[config.mk]
export PLATFORM = sky130hd
export DESIGN_NAME = i2c_master_bit_engine_flat
export DESIGN_NICKNAME = d
export VERILOG_FILES = /design/src/design/i2cm_pkg.sv /design/src/design/i2cm_cmd_if.sv /design/src/design/i2cm_res_if.sv /design/src/design/i2cm_step.sv /design/src/design/i2c_master_bit_engine.sv /design/src/flat_wrapper.sv
export SDC_FILE = /design/constraint.sdc
export NUM_CORES = 1
export LEC_CHECK = 0
export BUFFER_PORTS_ARGS = -buffer_cell sky130_fd_sc_hd__buf_2
export CELL_PAD_IN_SITES_DETAIL_PLACEMENT = 1
export CELL_PAD_IN_SITES_GLOBAL_PLACEMENT = 1
export CORE_MARGIN = 2
export CORE_UTILIZATION = 35
export CTS_BUF_LIST = sky130_fd_sc_hd__clkbuf_16
export DETAILED_ROUTE_END_ITERATION = 7
export GPL_ROUTABILITY_DRIVEN = 1
export GPL_TIMING_DRIVEN = 0
export HOLD_SLACK_MARGIN = 0.06
export PLACE_DENSITY_LB_ADDON = 0.1
export SLEW_MARGIN = 20
export SYNTH_ARGS = -nofsm -noshare
export SYNTH_HDL_FRONTEND = slang
export SYNTH_SLANG_ARGS = --single-unit
[constraint.sdc]
create_clock -name clk -period 4.5 [get_ports clk]
set_input_delay 0 -clock clk [delete_from_list [all_inputs] [get_ports clk]]
set_output_delay 0 -clock clk [all_outputs]
set_load 0.005 [all_outputs]
[src/design/i2cm_pkg.sv]
// Package for the I2C master bit engine: phase codes, command kinds,
// engine state, item and result structs. No dependencies.
`default_nettype none

package i2cm_pkg;

	// Command kinds carried by an input word
	localparam logic [2:0] KIND_TICK    = 3'd0;
	localparam logic [2:0] KIND_START   = 3'd1;
	localparam logic [2:0] KIND_RESTART = 3'd2;
	localparam logic [2:0] KIND_STOP    = 3'd3;
	localparam logic [2:0] KIND_WRITE   = 3'd4;
	localparam logic [2:0] KIND_READ    = 3'd5;

	// Configuration register indexes
	localparam logic CFG_HALF_PERIOD = 1'b0;
	localparam logic CFG_ACK_POLL    = 1'b1;

	localparam logic [15:0] HALF_PERIOD_RESET = 16'd5;
	localparam logic [15:0] ACK_POLL_RESET    = 16'd5;
	localparam logic [3:0]  BITS_PER_BYTE     = 4'd8;

	typedef enum logic [4:0] {
		PH_IDLE     = 5'd0,
		PH_ST_A     = 5'd1,
		PH_ST_B     = 5'd2,
		PH_RS_A     = 5'd3,
		PH_RS_B     = 5'd4,
		PH_RS_C     = 5'd5,
		PH_RS_D     = 5'd6,
		PH_SP_A     = 5'd7,
		PH_SP_B     = 5'd8,
		PH_WR_SET   = 5'd9,
		PH_WR_HIGH  = 5'd10,
		PH_WR_LOW   = 5'd11,
		PH_WA_REL   = 5'd12,
		PH_WA_HIGH  = 5'd13,
		PH_WA_POLL  = 5'd14,
		PH_WA_END   = 5'd15,
		PH_RD_HIGH  = 5'd16,
		PH_RD_LOW   = 5'd17,
		PH_RDA_HIGH = 5'd18,
		PH_RDA_LOW  = 5'd19
	} phase_t;

	typedef struct packed {
		phase_t      phase;
		logic [15:0] hold_count;
		logic [3:0]  bit_index;
		logic [7:0]  shift_byte;
		logic [15:0] poll_count;
		logic        answer_nack;
		logic        scl;
		logic        sda;
		logic        last_ack;
	} eng_state_t;

	typedef struct packed {
		logic [15:0] half_period;
		logic [15:0] ack_poll_limit;
	} cfg_t;

	typedef struct packed {
		logic [2:0] kind;
		logic       sda_in;
		logic [7:0] tx_byte;
		logic       send_nack;
	} cmd_item_t;

	typedef struct packed {
		logic       scl_level;
		logic       sda_level;
		logic       busy_res;
		logic       done_res;
		logic [7:0] rx_byte;
		logic       ack_nack;
		logic       refused;
	} res_item_t;

endpackage

`default_nettype wire

[src/design/i2cm_cmd_if.sv]
// Command channel: valid/ready handshake plus one input word.
// No dependencies.
`default_nettype none

interface i2cm_cmd_if;
	logic       valid;
	logic       ready;
	logic [2:0] kind;
	logic       sda_in;
	logic [7:0] tx_byte;
	logic       send_nack;

	modport source (output valid, kind, sda_in, tx_byte, send_nack, input ready);
	modport sink   (input valid, kind, sda_in, tx_byte, send_nack, output ready);
endinterface

`default_nettype wire

[src/design/i2cm_res_if.sv]
// Result channel: valid/ready handshake plus one result word.
// No dependencies.
`default_nettype none

interface i2cm_res_if;
	logic       valid;
	logic       ready;
	logic       scl_level;
	logic       sda_level;
	logic       busy_res;
	logic       done_res;
	logic [7:0] rx_byte;
	logic       ack_nack;
	logic       refused;

	modport source (output valid, scl_level, sda_level, busy_res, done_res, rx_byte,
		ack_nack, refused, input ready);
	modport sink   (input valid, scl_level, sda_level, busy_res, done_res, rx_byte,
		ack_nack, refused, output ready);
endinterface

`default_nettype wire

[src/design/i2cm_step.sv]
// One engine update: next bus phase, counters and drive levels for one word,
// plus the result word. Depends on i2cm_pkg.
`default_nettype none

module i2cm_step (
	input  wire i2cm_pkg::eng_state_t st,
	input  wire i2cm_pkg::cfg_t       cfg,
	input  wire i2cm_pkg::cmd_item_t  item,
	output i2cm_pkg::eng_state_t      nxt,
	output i2cm_pkg::res_item_t       res
);
	import i2cm_pkg::*;

	logic        is_cmd;
	logic        busy;
	logic        expire;
	logic [15:0] hold_load;
	logic [15:0] poll_lim;
	logic [15:0] poll_inc;
	logic [3:0]  bit_inc;

	assign is_cmd    = (item.kind >= KIND_START) && (item.kind <= KIND_READ);
	assign busy      = (st.phase != PH_IDLE);
	assign expire    = !is_cmd && busy && (st.hold_count <= 16'd1);
	assign hold_load = (cfg.half_period == 16'd0) ? 16'd1 : cfg.half_period;
	assign poll_lim  = (cfg.ack_poll_limit == 16'd0) ? 16'd1 : cfg.ack_poll_limit;
	assign poll_inc  = st.poll_count + 16'd1;
	assign bit_inc   = st.bit_index + 4'd1;

	// Next state
	always_comb begin
		nxt = st;
		if (is_cmd) begin
			if (!busy) begin
				nxt.hold_count = hold_load;
				unique case (item.kind)
					KIND_START: begin
						nxt.sda   = 1'b1;
						nxt.scl   = 1'b1;
						nxt.phase = PH_ST_A;
					end
					KIND_RESTART: begin
						nxt.sda   = 1'b1;
						nxt.phase = PH_RS_A;
					end
					KIND_STOP: begin
						nxt.sda   = 1'b0;
						nxt.scl   = 1'b1;
						nxt.phase = PH_SP_A;
					end
					KIND_WRITE: begin
						nxt.scl        = 1'b0;
						nxt.sda        = item.tx_byte[7];
						nxt.shift_byte = {item.tx_byte[6:0], 1'b0};
						nxt.bit_index  = 4'd0;
						nxt.phase      = PH_WR_SET;
					end
					default: begin
						// read byte
						nxt.sda         = 1'b1;
						nxt.scl         = 1'b1;
						nxt.shift_byte  = 8'd0;
						nxt.bit_index   = 4'd0;
						nxt.answer_nack = item.send_nack;
						nxt.phase       = PH_RD_HIGH;
					end
				endcase
			end
		end else if (busy) begin
			if (!expire) begin
				nxt.hold_count = st.hold_count - 16'd1;
			end else begin
				nxt.hold_count = hold_load;
				unique case (st.phase)
					PH_ST_A: begin nxt.sda = 1'b0; nxt.phase = PH_ST_B; end
					PH_RS_A: begin nxt.scl = 1'b1; nxt.phase = PH_RS_B; end
					PH_RS_B: begin nxt.sda = 1'b0; nxt.phase = PH_RS_C; end
					PH_RS_C: begin nxt.scl = 1'b0; nxt.phase = PH_RS_D; end
					PH_SP_A: begin nxt.sda = 1'b1; nxt.phase = PH_SP_B; end
					PH_WR_SET: begin nxt.scl = 1'b1; nxt.phase = PH_WR_HIGH; end
					PH_WR_HIGH: begin nxt.scl = 1'b0; nxt.phase = PH_WR_LOW; end
					PH_WR_LOW: begin
						nxt.bit_index = bit_inc;
						if (bit_inc < BITS_PER_BYTE) begin
							nxt.sda        = st.shift_byte[7];
							nxt.shift_byte = {st.shift_byte[6:0], 1'b0};
							nxt.phase      = PH_WR_SET;
						end else begin
							nxt.sda   = 1'b1;
							nxt.phase = PH_WA_REL;
						end
					end
					PH_WA_REL: begin nxt.scl = 1'b1; nxt.phase = PH_WA_HIGH; end
					PH_WA_HIGH, PH_WA_POLL: begin
						// first sample on leaving the high phase, then one per tick
						nxt.poll_count = (st.phase == PH_WA_HIGH) ? 16'd0 : poll_inc;
						if ((st.phase == PH_WA_POLL) && (poll_inc >= poll_lim)) begin
							nxt.last_ack = 1'b1;
							nxt.scl      = 1'b0;
							nxt.phase    = PH_WA_END;
						end else if (!item.sda_in) begin
							nxt.last_ack = 1'b0;
							nxt.scl      = 1'b0;
							nxt.phase    = PH_WA_END;
						end else begin
							nxt.phase      = PH_WA_POLL;
							nxt.hold_count = 16'd1;
						end
					end
					PH_RD_HIGH: begin
						nxt.shift_byte = {st.shift_byte[6:0], item.sda_in};
						nxt.scl        = 1'b0;
						nxt.phase      = PH_RD_LOW;
					end
					PH_RD_LOW: begin
						nxt.bit_index = bit_inc;
						nxt.scl       = 1'b1;
						if (bit_inc < BITS_PER_BYTE) begin
							nxt.phase = PH_RD_HIGH;
						end else begin
							nxt.sda   = st.answer_nack;
							nxt.phase = PH_RDA_HIGH;
						end
					end
					PH_RDA_HIGH: begin nxt.scl = 1'b0; nxt.phase = PH_RDA_LOW; end
					PH_ST_B: begin
						nxt.scl        = 1'b0;
						nxt.phase      = PH_IDLE;
						nxt.hold_count = 16'd0;
					end
					default: begin
						// terminal phases: command finished
						nxt.phase      = PH_IDLE;
						nxt.hold_count = 16'd0;
					end
				endcase
			end
		end
	end

	// Result word
	always_comb begin
		res.scl_level = nxt.scl;
		res.sda_level = nxt.sda;
		res.busy_res  = (nxt.phase != PH_IDLE);
		res.ack_nack  = nxt.last_ack;
		res.refused   = is_cmd && busy;
		res.done_res  = expire && ((st.phase == PH_ST_B) || (st.phase == PH_RS_D) ||
			(st.phase == PH_SP_B) || (st.phase == PH_WA_END) || (st.phase == PH_RDA_LOW));
		res.rx_byte   = (expire && (st.phase == PH_RDA_LOW)) ? st.shift_byte : 8'd0;
	end

endmodule

`default_nettype wire

[src/design/i2c_master_bit_engine.sv]
// I2C master bit engine top level: input register, engine update, result register.
// Depends on i2cm_pkg, i2cm_cmd_if, i2cm_res_if and i2cm_step.
// Path: each accepted word is held in the input register, and its result in the result register.
// Throughput: one word per clock while the result is not stalled; the engine update is one pass of i2cm_step.
// A stalled result holds; input stays ready while the input register can drain.
// Reset: bus released (SCL, SDA high), phase idle, last acknowledge NACK, registers 5.
`default_nettype none

module i2c_master_bit_engine (
	input  wire logic        clk,
	input  wire logic        arst_n,
	input  wire logic        cfg_we,
	input  wire logic        cfg_index,
	input  wire logic [15:0] cfg_data,
	i2cm_cmd_if.sink         cmd,
	i2cm_res_if.source       res
);
	import i2cm_pkg::*;

	cfg_t       cfg_q;
	eng_state_t state_q;
	eng_state_t state_nxt;
	cmd_item_t  item_s1;
	logic       valid_s1;
	res_item_t  res_s2;
	res_item_t  res_nxt;
	logic       valid_s2;
	logic       stall;
	logic       advance;

	assign stall     = valid_s2 && !res.ready;
	assign advance   = valid_s1 && !stall;
	assign cmd.ready = !valid_s1 || !stall;

	// Configuration registers
	always_ff @(posedge clk or negedge arst_n) begin
		if (!arst_n) begin
			cfg_q.half_period    <= HALF_PERIOD_RESET;
			cfg_q.ack_poll_limit <= ACK_POLL_RESET;
		end else if (cfg_we) begin
			if (cfg_index == CFG_HALF_PERIOD) cfg_q.half_period <= cfg_data;
			if (cfg_index == CFG_ACK_POLL)    cfg_q.ack_poll_limit <= cfg_data;
		end
	end

	// Input register
	always_ff @(posedge clk or negedge arst_n) begin
		if (!arst_n) begin
			valid_s1 <= 1'b0;
		end else if (cmd.ready) begin
			valid_s1 <= cmd.valid;
		end
	end

	always_ff @(posedge clk) begin
		if (cmd.valid && cmd.ready) begin
			item_s1.kind      <= cmd.kind;
			item_s1.sda_in    <= cmd.sda_in;
			item_s1.tx_byte   <= cmd.tx_byte;
			item_s1.send_nack <= cmd.send_nack;
		end
	end

	i2cm_step u_step (
		.st   (state_q),
		.cfg  (cfg_q),
		.item (item_s1),
		.nxt  (state_nxt),
		.res  (res_nxt)
	);

	// Engine state
	always_ff @(posedge clk or negedge arst_n) begin
		if (!arst_n) begin
			state_q.phase       <= PH_IDLE;
			state_q.hold_count  <= 16'd0;
			state_q.bit_index   <= 4'd0;
			state_q.shift_byte  <= 8'd0;
			state_q.poll_count  <= 16'd0;
			state_q.answer_nack <= 1'b0;
			state_q.scl         <= 1'b1;
			state_q.sda         <= 1'b1;
			state_q.last_ack    <= 1'b1;
		end else if (advance) begin
			state_q <= state_nxt;
		end
	end

	// Result register
	always_ff @(posedge clk or negedge arst_n) begin
		if (!arst_n) begin
			valid_s2 <= 1'b0;
		end else if (!stall) begin
			valid_s2 <= valid_s1;
		end
	end

	always_ff @(posedge clk) begin
		if (advance) res_s2 <= res_nxt;
	end

	assign res.valid     = valid_s2;
	assign res.scl_level = res_s2.scl_level;
	assign res.sda_level = res_s2.sda_level;
	assign res.busy_res  = res_s2.busy_res;
	assign res.done_res  = res_s2.done_res;
	assign res.rx_byte   = res_s2.rx_byte;
	assign res.ack_nack  = res_s2.ack_nack;
	assign res.refused   = res_s2.refused;

	// Checks
	a_idle_no_hold: assert property (@(posedge clk) disable iff (!arst_n)
		(state_q.phase == PH_IDLE) |-> (state_q.hold_count == 16'd0))
		else $error("hold count left over in idle");

	a_bit_range: assert property (@(posedge clk) disable iff (!arst_n)
		state_q.bit_index <= BITS_PER_BYTE)
		else $error("bit index beyond one byte");

	a_refused_busy: assert property (@(posedge clk) disable iff (!arst_n)
		(valid_s2 && res_s2.refused) |-> (res_s2.busy_res && !res_s2.done_res))
		else $error("refusal reported while idle");

	a_done_idle: assert property (@(posedge clk) disable iff (!arst_n)
		(valid_s2 && res_s2.done_res) |-> !res_s2.busy_res)
		else $error("done reported with engine still busy");

	a_rx_on_done: assert property (@(posedge clk) disable iff (!arst_n)
		(valid_s2 && (res_s2.rx_byte != 8'd0)) |-> res_s2.done_res)
		else $error("received byte outside read completion");

endmodule

`default_nettype wire
[src/flat_wrapper.sv]
// flat-port wrapper written by rule: the top's interface ports become plain ports
module i2c_master_bit_engine_flat import i2cm_pkg::*;
  (clk, arst_n, cfg_we, cfg_index, cfg_data, cmd_valid, cmd_kind, cmd_sda_in, cmd_tx_byte, cmd_send_nack, cmd_ready, res_valid, res_scl_level, res_sda_level, res_busy_res, res_done_res, res_rx_byte, res_ack_nack, res_refused, res_ready);
  i2cm_cmd_if cmd_i ();
  i2cm_res_if res_i ();
  input  wire logic clk;
  input  wire logic arst_n;
  input  wire logic cfg_we;
  input  wire logic cfg_index;
  input  wire logic [15:0] cfg_data;
  input wire logic [$bits(cmd_i.valid)-1:0] cmd_valid;
  input wire logic [$bits(cmd_i.kind)-1:0] cmd_kind;
  input wire logic [$bits(cmd_i.sda_in)-1:0] cmd_sda_in;
  input wire logic [$bits(cmd_i.tx_byte)-1:0] cmd_tx_byte;
  input wire logic [$bits(cmd_i.send_nack)-1:0] cmd_send_nack;
  output wire logic [$bits(cmd_i.ready)-1:0] cmd_ready;
  output wire logic [$bits(res_i.valid)-1:0] res_valid;
  output wire logic [$bits(res_i.scl_level)-1:0] res_scl_level;
  output wire logic [$bits(res_i.sda_level)-1:0] res_sda_level;
  output wire logic [$bits(res_i.busy_res)-1:0] res_busy_res;
  output wire logic [$bits(res_i.done_res)-1:0] res_done_res;
  output wire logic [$bits(res_i.rx_byte)-1:0] res_rx_byte;
  output wire logic [$bits(res_i.ack_nack)-1:0] res_ack_nack;
  output wire logic [$bits(res_i.refused)-1:0] res_refused;
  input wire logic [$bits(res_i.ready)-1:0] res_ready;
  assign cmd_i.valid = cmd_valid;
  assign cmd_i.kind = cmd_kind;
  assign cmd_i.sda_in = cmd_sda_in;
  assign cmd_i.tx_byte = cmd_tx_byte;
  assign cmd_i.send_nack = cmd_send_nack;
  assign cmd_ready = cmd_i.ready;
  assign res_valid = res_i.valid;
  assign res_scl_level = res_i.scl_level;
  assign res_sda_level = res_i.sda_level;
  assign res_busy_res = res_i.busy_res;
  assign res_done_res = res_i.done_res;
  assign res_rx_byte = res_i.rx_byte;
  assign res_ack_nack = res_i.ack_nack;
  assign res_refused = res_i.refused;
  assign res_i.ready = res_ready;
  i2c_master_bit_engine u_core (.clk(clk), .arst_n(arst_n), .cfg_we(cfg_we), .cfg_index(cfg_index), .cfg_data(cfg_data), .cmd(cmd_i), .res(res_i));
endmodule
======== Word-level counts from Yosys, hierarchy flattened ========
Cells that the tools add are included.
operators by class
  add/sub/neg operators ................... 3
  order comparisons ....................... 5
  equality and inequality tests ........... 26
  mux-type cells .......................... 39
  bitwise gates (word level) .............. 4
  reduce and logical (&&, ||, !) cells .... 42
operators with widths
  operator                                              number
  2-to-1 mux 16 bit                                     7
  2-to-1 mux 33 bit                                     2
  one-hot mux 5 bit (13 select lines)                   1
  2-to-1 mux 49 bit                                     1
  == test 5 x 4 -> 1 bit, second input constant         8
  zero test 16 bit                                      2
  one-hot mux 16 bit (2 select lines)                   1
  2-to-1 mux 28 bit                                     1
  one-hot mux 12 bit (2 select lines)                   1
  == test 5 x 3 -> 1 bit, second input constant         4
  == test 5 bit, second input constant                  4
  one-hot mux 5 bit (4 select lines)                    1
  adder 16 x 1 -> 16 bit, second input constant         1
  greater-or-equal comparator 16 bit                    1
  <= comparator 16 x 1 -> 1 bit, second input constant  1
  one-hot mux 8 bit (2 select lines)                    1
  subtractor 16 x 1 -> 16 bit, second input constant    1
  OR reduction 12 bit                                   1
  == test 5 x 2 -> 1 bit, second input constant         2
  logical AND 1 bit                                     10
  2-to-1 mux 1 bit                                      10
  nonzero test 5 bit                                    2
  2-to-1 mux 3 bit                                      3
  2-to-1 mux 8 bit                                      1
  other kinds (32)                                      52
storage, ports and cells
  bits in registers ....................... 114
  bits of input ports ..................... 35
  output and inout bits ................... 16
  word-level logic and storage cells ...... 143

======== Longest topological paths before layout ========
Gate-level depths: netlist of run 1.
  depth in word-level cells ............... 10
  mapped depth ............................ 12

======== By module ========
A second synthesis of run 1 with hierarchy kept.
unflattened totals
  cells, all modules ...................... 709
  area total of the unflattened synthesis .. 7379.6 sq um
by module, submodules not included
  module                 times used  cells each  area each (sq um)  sequential area each (sq um)
  i2c_master_bit_engine  1           216         4335.4             2996.6
  i2cm_step              1           493         3044.2             0.0

======== Least setup slack after synthesis of run 1 ========
OpenSTA, ideal clock, no wires.
  path type ............................... reg2reg
  start ................................... register u_core.state_q[6] in the netlist's numbering
  end ..................................... register u_core.state_q[32] in the netlist's numbering
  library setup time ...................... 0.129 ns
  arrival time ............................ 3.144 ns
  setup slack ............................. 1.227 ns
  stages on the path, launching flop included .. 12
  path buffers ............................ 0
  clock period less this slack ............ 3.273 ns
  cell sequence ........................... dfrtp_1 nand3_1 nor4b_1 nand3_1 xnor2_1 ha_1 nand4_1 nor3_1 a32oi_1 a31oi_1 nor2_1 a2111o_1
between the ends
  word-level cells in the longest chain between the ends .. 8
RTL lines
  element                              line                         text
  start, declared                      i2c_master_bit_engine.sv:21  eng_state_t state_q;
  start signal, assigned               i2c_master_bit_engine.sv:85  state_q <= state_nxt;
  adder 16 x 1 -> 16 bit               i2cm_step.sv:27              assign poll_inc = st.poll_count + 16'd1;
  greater-or-equal comparator 16 bit   i2cm_step.sv:97              if ((st.phase == PH_WA_POLL) && (poll_inc >= poll_lim)) begin
  logical AND 1 bit                    i2cm_step.sv:97
  2-to-1 mux 16 bit                    i2cm_step.sv:97
  one-hot mux 16 bit (2 select lines)  i2cm_step.sv:74              unique case (st.phase)
  2-to-1 mux 16 bit                    i2cm_step.sv:70              if (!expire) begin
  2-to-1 mux 49 bit                    i2cm_step.sv:69              end else if (busy) begin
  2-to-1 mux 33 bit                    i2cm_step.sv:33              if (is_cmd) begin
No other way between the ends. The select of a mux whose other input is x is not followed.
A chain may end at the register's enable or synchronous reset.

======== Final worst setup path of run 1 ========
  start ................................... register u_core.state_q[4] in the netlist's numbering
  end ..................................... register u_core.state_q[37] in the netlist's numbering
The elaborated chain is that of the path after synthesis.

==> flow_summary.ini, run 1 <==
[worst_setup_path]
critPathBufInv = 1
worst-path-max-fanout = 7
worst-r2r-setup-slack_ns = 0.47
path_class = reg -> reg
worst-endpoint-arrival_ns = 4.35
crit-reg2reg-launch = u_core.state_q[4]
critical_path_required_ns = 4.81
worst_path_largest_cell_delay_ns = 0.64
ff2ff_path_depth = 12
worstReg2RegEnd = u_core.state_q[37]
path_delay_family = simple AND/OR/NAND/NOR gates
chain_of_cells_forming_the_critical_path = ha_1, inv_1, nor3_1, and3_1, xor2_1, ha_1, nand4_1, nor3_1, a32oi_1, a31oi_1, nor2_1, o311ai_1
setup.worst_path.end_class = flip-flop
critical-path-slowest-cell = a31oi_1
worstSetupStartpointType = flip-flop

[placement]
portBuffers = 50
gp_congestion = 0.874
numPlacedInstances = 968
post-dp-hpwl_um = 15600
detailedPlace.worstSlack_ns = 0.292
dpl-instance-area_um2 = 7310

[floorplanning]
chipHeight_um = 143
floorplan.rows = 50
ios = 51
die_footprint_um2 = 20400
core-area_um2 = 18800
initial_utilization_pct = 35.9
die_w_um = 143

[clock_network]
cts.clk_slew.worst_paths_ns = 0.06
clock_tree.htree_level_count = 4
clkLatencyLatePin_ns = 0.43
cts.sink_count = 114
ctsRootBufferMaster = clkbuf_16
numCtsBuffers = 17
cts_tree = built
max-clock-path-buffers = 2

[pwr]
leakagePower_uw = 0.00348
finalPower_uw = 3540
irDropWorstVdd_v = 0.000252
power_per_cell_area_nw_per_um2 = 431

[global_routing]
global_route.usage.total_pct = 22.6
gr-usage-met1_pct = 29.4
grt_util_met3_pct = 4.09
grt_first_pass_wirelength_um = 35100
globalRouteOverflowTotal = 0
grt_use_met2_pct = 38.0
grt_start_max_net_pins = 48
grt_most_used_layer = met2
vias_in_the_first_global_route = 6252
antenna_found_initial = 0

[synthesis]
ys_dominant_reg_cell = dfrtp_1
synth_cell_type_count = 77
syn_avg_cell_area_um2 = 9.86
seq_area_frac_synth_pct = 44.5
asyncSetResetFlopFracSynth_pct = 76.3
postSynthRegisterBits = 114
synth_edf_count = 27
synth.net_count = 741
synthCells = 683
synth_area_um2 = 6740
yosysWarningCount = 0

[finish]
ff_latch_area_um2 = 3000
fillers = 2107
final_cell_area_um2 = 8200
number_of_nets_in_the_layout = 844
layout.cells.non_filler = 1033
multiInputGateArea_um2 = 3480
num_antenna_cells = 0
area_growth_syn_to_fin_pct = 21.8
layout-drive-gt1-share_pct = 20.7

[timing]
fin_crit_ns = 4.03
timing.final.hold_violations = 0
finalClockSkew_ns = 0.00865
setup_tns_ns = 0
maxSlewHeadroom_pct = 18.1
timing.final.max_slew_violations = 0
grt_setup_unrepaired = no
setup_viol_count_final = 0
final_period_util_pct = 89.6
postLayoutSetupSlackWorst_ns = 0.469
max_slew.worst_pin.slew_ns = 1.22
max_freq_mhz = 248

[detailed_routing]
avgRoutedWirePerCell_um = 21.1
number_of_design_rule_violations_left_after_detail_routing = 0
wirelength_um = 21800
drt_pass_1_iters = 5
vias = 5861
dr.first_iter.drc_count = 297
drt.antenna.violating_nets = 0
ratio_of_routed_vias_to_standard_cells = 5.67

[hold_path]
holdCritPathClass = in -> async

[job]
max_cap_viol_count = 0

[status]
outcome = finished, final reports clean
==> power breakdown <==
group          total [µW]  switching (µW)  internal, µW
logic                 890             543           347
registers            1350             146          1200
clock network        1300             578           720
total                3540            1270          2270
==> how the worst max path moves through the flow <==
stage / slack (ns) / endpoint / from / depth (start not counted)
after floorplan: 1.23 / u_core.state_q[32] / u_core.state_q[6] / 11
after global placement: 0.45 / u_core.state_q[40] / u_core.state_q[12] / 11
after detailed placement: 0.29 / u_core.state_q[40] / u_core.state_q[6] / 11
after CTS: 0.22 / u_core.state_q[40] / u_core.state_q[6] / 11
after global routing: 0.08 / u_core.state_q[40] / u_core.state_q[4] / 12
final: 0.47 / u_core.state_q[37] / u_core.state_q[4] / 12
==> timing repair <==
item	CTS	global route
buffers inserted	0	0
hold endpoints to repair	130	0
gates resized for setup	0	1
endpoints found under the setup margin	0	17
hold buffers	33	0
==> worst register-to-register path, cell delays in order, from the launching register on <==
cell and delay [ns]:
dfrtp_1 0.44, ha_1 0.29, inv_1 0.06, nor3_1 0.57
and3_1 0.33, xor2_1 0.27, ha_1 0.23, nand4_1 0.10
nor3_1 0.32, a32oi_1 0.20, a31oi_1 0.64, nor2_1 0.16
o311ai_1 0.32
==> registers in the layout (all words and copies together), names as in the netlist, 8 cells and up <==
register,cells
u_core.state_q,53
u_core.item_s1,13
u_core.res.rx_byte,8
u_core.cfg_q,32
==> cells in the mapped netlist (11+ instances only) <==
cell type  number  area share, %
xor2_1         14            1.8
nor4_1         13            1.2
nor2_1         42            2.3
a22o_1         13            1.7
nand2_1        57            3.2
nand3_1        21            1.6
nor2b_1        11            1.0
ha_1           23            4.3
mux2_2         42            7.0
o21ai_1        24            1.8
o31ai_1        12            1.3
o21ai_0        19            1.4
dfrtp_1        80             30
inv_1          32            1.8
clkbuf_1       18            1.0
edfxtp_1       27             12
and2_1         11            1.0
a21oi_1        37            2.7
nor3_1         21            1.6
==> cell families after synthesis <==
kind of cell / share of synthesized area [%]
xor+xnor: 3.12
mux: 7.93
buf+inv: 3.88
fa+ha+maj: 4.27
compound gates: 18.6
flops: 44.5
simple gates: 17.7
==> layout make-up <==
cell class                 count  area share, %
multi-input combinational    506           42.5
sequential                   114           36.5
timing repair buffer          84           7.49
clock buffer                  17           5.19
tap                          234           3.57
buffer                        30           1.68
clock inverter                15           1.54
inverter                      33           1.51
==> layer usage <==
metal  vias to the layer above  share of wire (%)
li1                       2750                  -
met1                      2963                 45
met2                       125                 50
met3                        23                3.4
met4                         0                1.8
met5                         -                  0
==> per-stage QoR <==
| step | utilization [%] | hold WS (ns) |
|---|---|---|
| after floorplan | - | -0.296 |
| after global placement | 38.8 | 0.177 |
| after detailed placement | 39.0 | -0.0265 |
| after CTS | 43.7 | 0.0943 |
| after global routing | 43.7 | 0.122 |
| final | 43.7 | 0.0800 |
==> cells in the final DEF, fill, tap and decap left out, drive strengths merged, types with 7 or more instances in the layout <==
master / instances
dfrtp: 80
buf: 63
nand2: 60
o21ai: 45
nor2: 43
mux2: 43
a21oi: 40
inv: 40
clkbuf: 35
dlygate4sd3: 33
edfxtp: 27
ha: 23
nor3: 23
nand3: 21
xor2: 14
nor4: 14
a22o: 13
o31ai: 13
nor2b: 11
and2: 11
xnor2: 10
and3: 9
o211ai: 9
o22ai: 9
nand2b: 8
a31oi: 8
nand4: 7
dfstp: 7
a2111oi: 7
Power figures use the tool's default switching activity.
==> inputs of run 2 (changes only) <==
- CORE_UTILIZATION: 35 -> 30
- RECOVER_POWER: not set -> 50
- SKIP_CTS_REPAIR_TIMING: not set -> 1
==> run 2 against run 1 <==
Effect of this change:
- the flow now finishes with violations (capacitance limit, slew limit)
- worst setup slack got worse by 0.27 ns
- design area rose by 1.1%
- utilization fell by 5.9 points
==> flow_summary.ini, run 2 (synthesis results as in run 1) <==
[timing]
maxSlewHeadroom_pct = -127
grt_setup_unrepaired = no
setup_viol_count_final = 0
max_slew.worst_pin.slew_ns = 3.41
postLayoutSetupSlackWorst_ns = 0.195
max_freq_mhz = 232
finalClockSkew_ns = 0.0119
fin_crit_ns = 4.30
setup_tns_ns = 0
timing.final.max_slew_violations = 74
final_period_util_pct = 95.7
timing.final.hold_violations = 0

[clock_network]
numCtsBuffers = 17
cts.clk_slew.worst_paths_ns = 0.06
ctsRootBufferMaster = clkbuf_16
cts.sink_count = 114
max-clock-path-buffers = 2
clock_tree.htree_level_count = 4
clkLatencyLatePin_ns = 0.43
cts_tree = built

[worst_setup_path]
worstSetupStartpointType = flip-flop
worst-endpoint-arrival_ns = 4.64
setup.worst_path.end_class = flip-flop
path_class = reg -> reg
critical_path_required_ns = 4.84
worst-path-max-fanout = 7

[global_routing]
vias_in_the_first_global_route = 6218
globalRouteOverflowTotal = 0
global_route.usage.total_pct = 18.9
antenna_found_initial = 0
grt_start_max_net_pins = 74
grt_first_pass_wirelength_um = 34900

[finish]
most_common_cell_after_layout_fill_and_taps_aside = dfrtp_1
largestRegisters = u_core.state_q x53, u_core.cfg_q x32, u_core.item_s1 x13
final_cell_area_um2 = 8290
layout.cells.most_common_list = dfrtp_1 (80), nand2_1 (57), buf_2 (52)
multiInputGateArea_um2 = 3490
fillers = 2502
number_of_nets_in_the_layout = 845
area_growth_syn_to_fin_pct = 23.1
layout-drive-gt1-share_pct = 19.5
regMostFlops = u_core.state_q
largest_register_ffs = 53
ff_latch_area_um2 = 3000
num_antenna_cells = 0

[detailed_routing]
wirelength_um = 22000
vias = 5898
ratio_of_routed_vias_to_standard_cells = 5.46
dr.first_iter.drc_count = 278
avgRoutedWirePerCell_um = 20.4
number_of_design_rule_violations_left_after_detail_routing = 0
drt_pass_1_iters = 5
drt.antenna.violating_nets = 0

[floorplanning]
initial_utilization_pct = 30.7
floorplan.rows = 54
chipHeight_um = 154
core-area_um2 = 22000
ios = 51
die_footprint_um2 = 23700
die_w_um = 154

[placement]
gp_congestion = 0.889
portBuffers = 50
detailedPlace.worstSlack_ns = 0.0393
dpl-instance-area_um2 = 7370
post-dp-hpwl_um = 15900

[hold_path]
holdCritPathClass = in -> reg

[status]
violated_checks = capacitance limit, slew limit
outcome = complete, but fails checks

[job]
max_cap_viol_count = 1

[pwr]
leakagePower_uw = 0.00347
irDropWorstVdd_v = 0.000200
power_per_cell_area_nw_per_um2 = 437
[run 2: changes by cell type in the layout (fill, tap and decap cells not counted), sizes merged, moves of 2 or more]
cell and change:
clkbuf +8, buf -7, inv -4, clkinvlp +3, clkinv -2
[run 2: area by class of cell]
class,instances,share of cell area (%)
inverter,33,1.49
sequential,114,36.1
tap,280,4.23
buffer,30,1.66
clock buffer,19,5.73
multi-input combinational,506,42.1
clock inverter,13,1.49
timing repair buffer,85,7.18
[run 2: critical path: stages, from the launching register on]
cell	delay [ns]
dfrtp_1	0.46
ha_1	0.28
inv_1	0.07
nor3_1	0.68
and3_1	0.35
xor2_1	0.10
ha_1	0.33
nand4_1	0.14
nor3_1	0.30
a21oi_1	0.15
a31oi_1	0.80
a21oi_2	0.31
a22oi_1	0.24
[run 2: layer usage]
| layer | vias up | wire, µm | track usage (%) |
|---|---|---|---|
| met5 | - | 0 | 0 |
| met4 | 0 | 352 | 5.70 |
| met1 | 2997 | 10100 | 25.1 |
| met2 | 124 | 11000 | 31.6 |
| li1 | 2751 | - | - |
| met3 | 26 | 665 | 3.44 |
[run 2: metrics by stage]
step | utilization, % | instances | hold slack [ns] | total power (µW)
after floorplan | - | 683 | -0.296 | 1920
final | 37.8 | 1080 | 0.164 | 3620
after detailed placement | 33.6 | 1014 | -0.148 | 2230
after CTS | 36.3 | 1046 | -0.606 | 3630
after global routing | 37.8 | 1080 | 0.209 | 3830
after global placement | 33.4 | 1013 | 0.176 | 2200
[run 2: where the power goes]
part | switching, µW | internal (µW) | leakage [µW]
Sequential | 151 | 1200 | 0.00135
Clock | 546 | 830 | 0.000280
Combinational | 547 | 344 | 0.00184
Total | 1240 | 2380 | 0.00347
[run 2: path summary, 6_finish.rpt]
check	start	endpoint	slack (ns)	cells past startpoint
min reg2reg	u_core.state_q[0]	u_core.state_q[0]	0.49	2
max	u_core.state_q[4]	u_core.state_q[40]	0.20	12
max in group asynchronous	arst_n	u_core.cfg_q[24]	0.85	3
max reg2reg	u_core.state_q[4]	u_core.state_q[40]	0.20	12
min	cfg_index	u_core.cfg_q[15]	0.16	3
min in group asynchronous	arst_n	u_core.state_q[1]	0.23	2
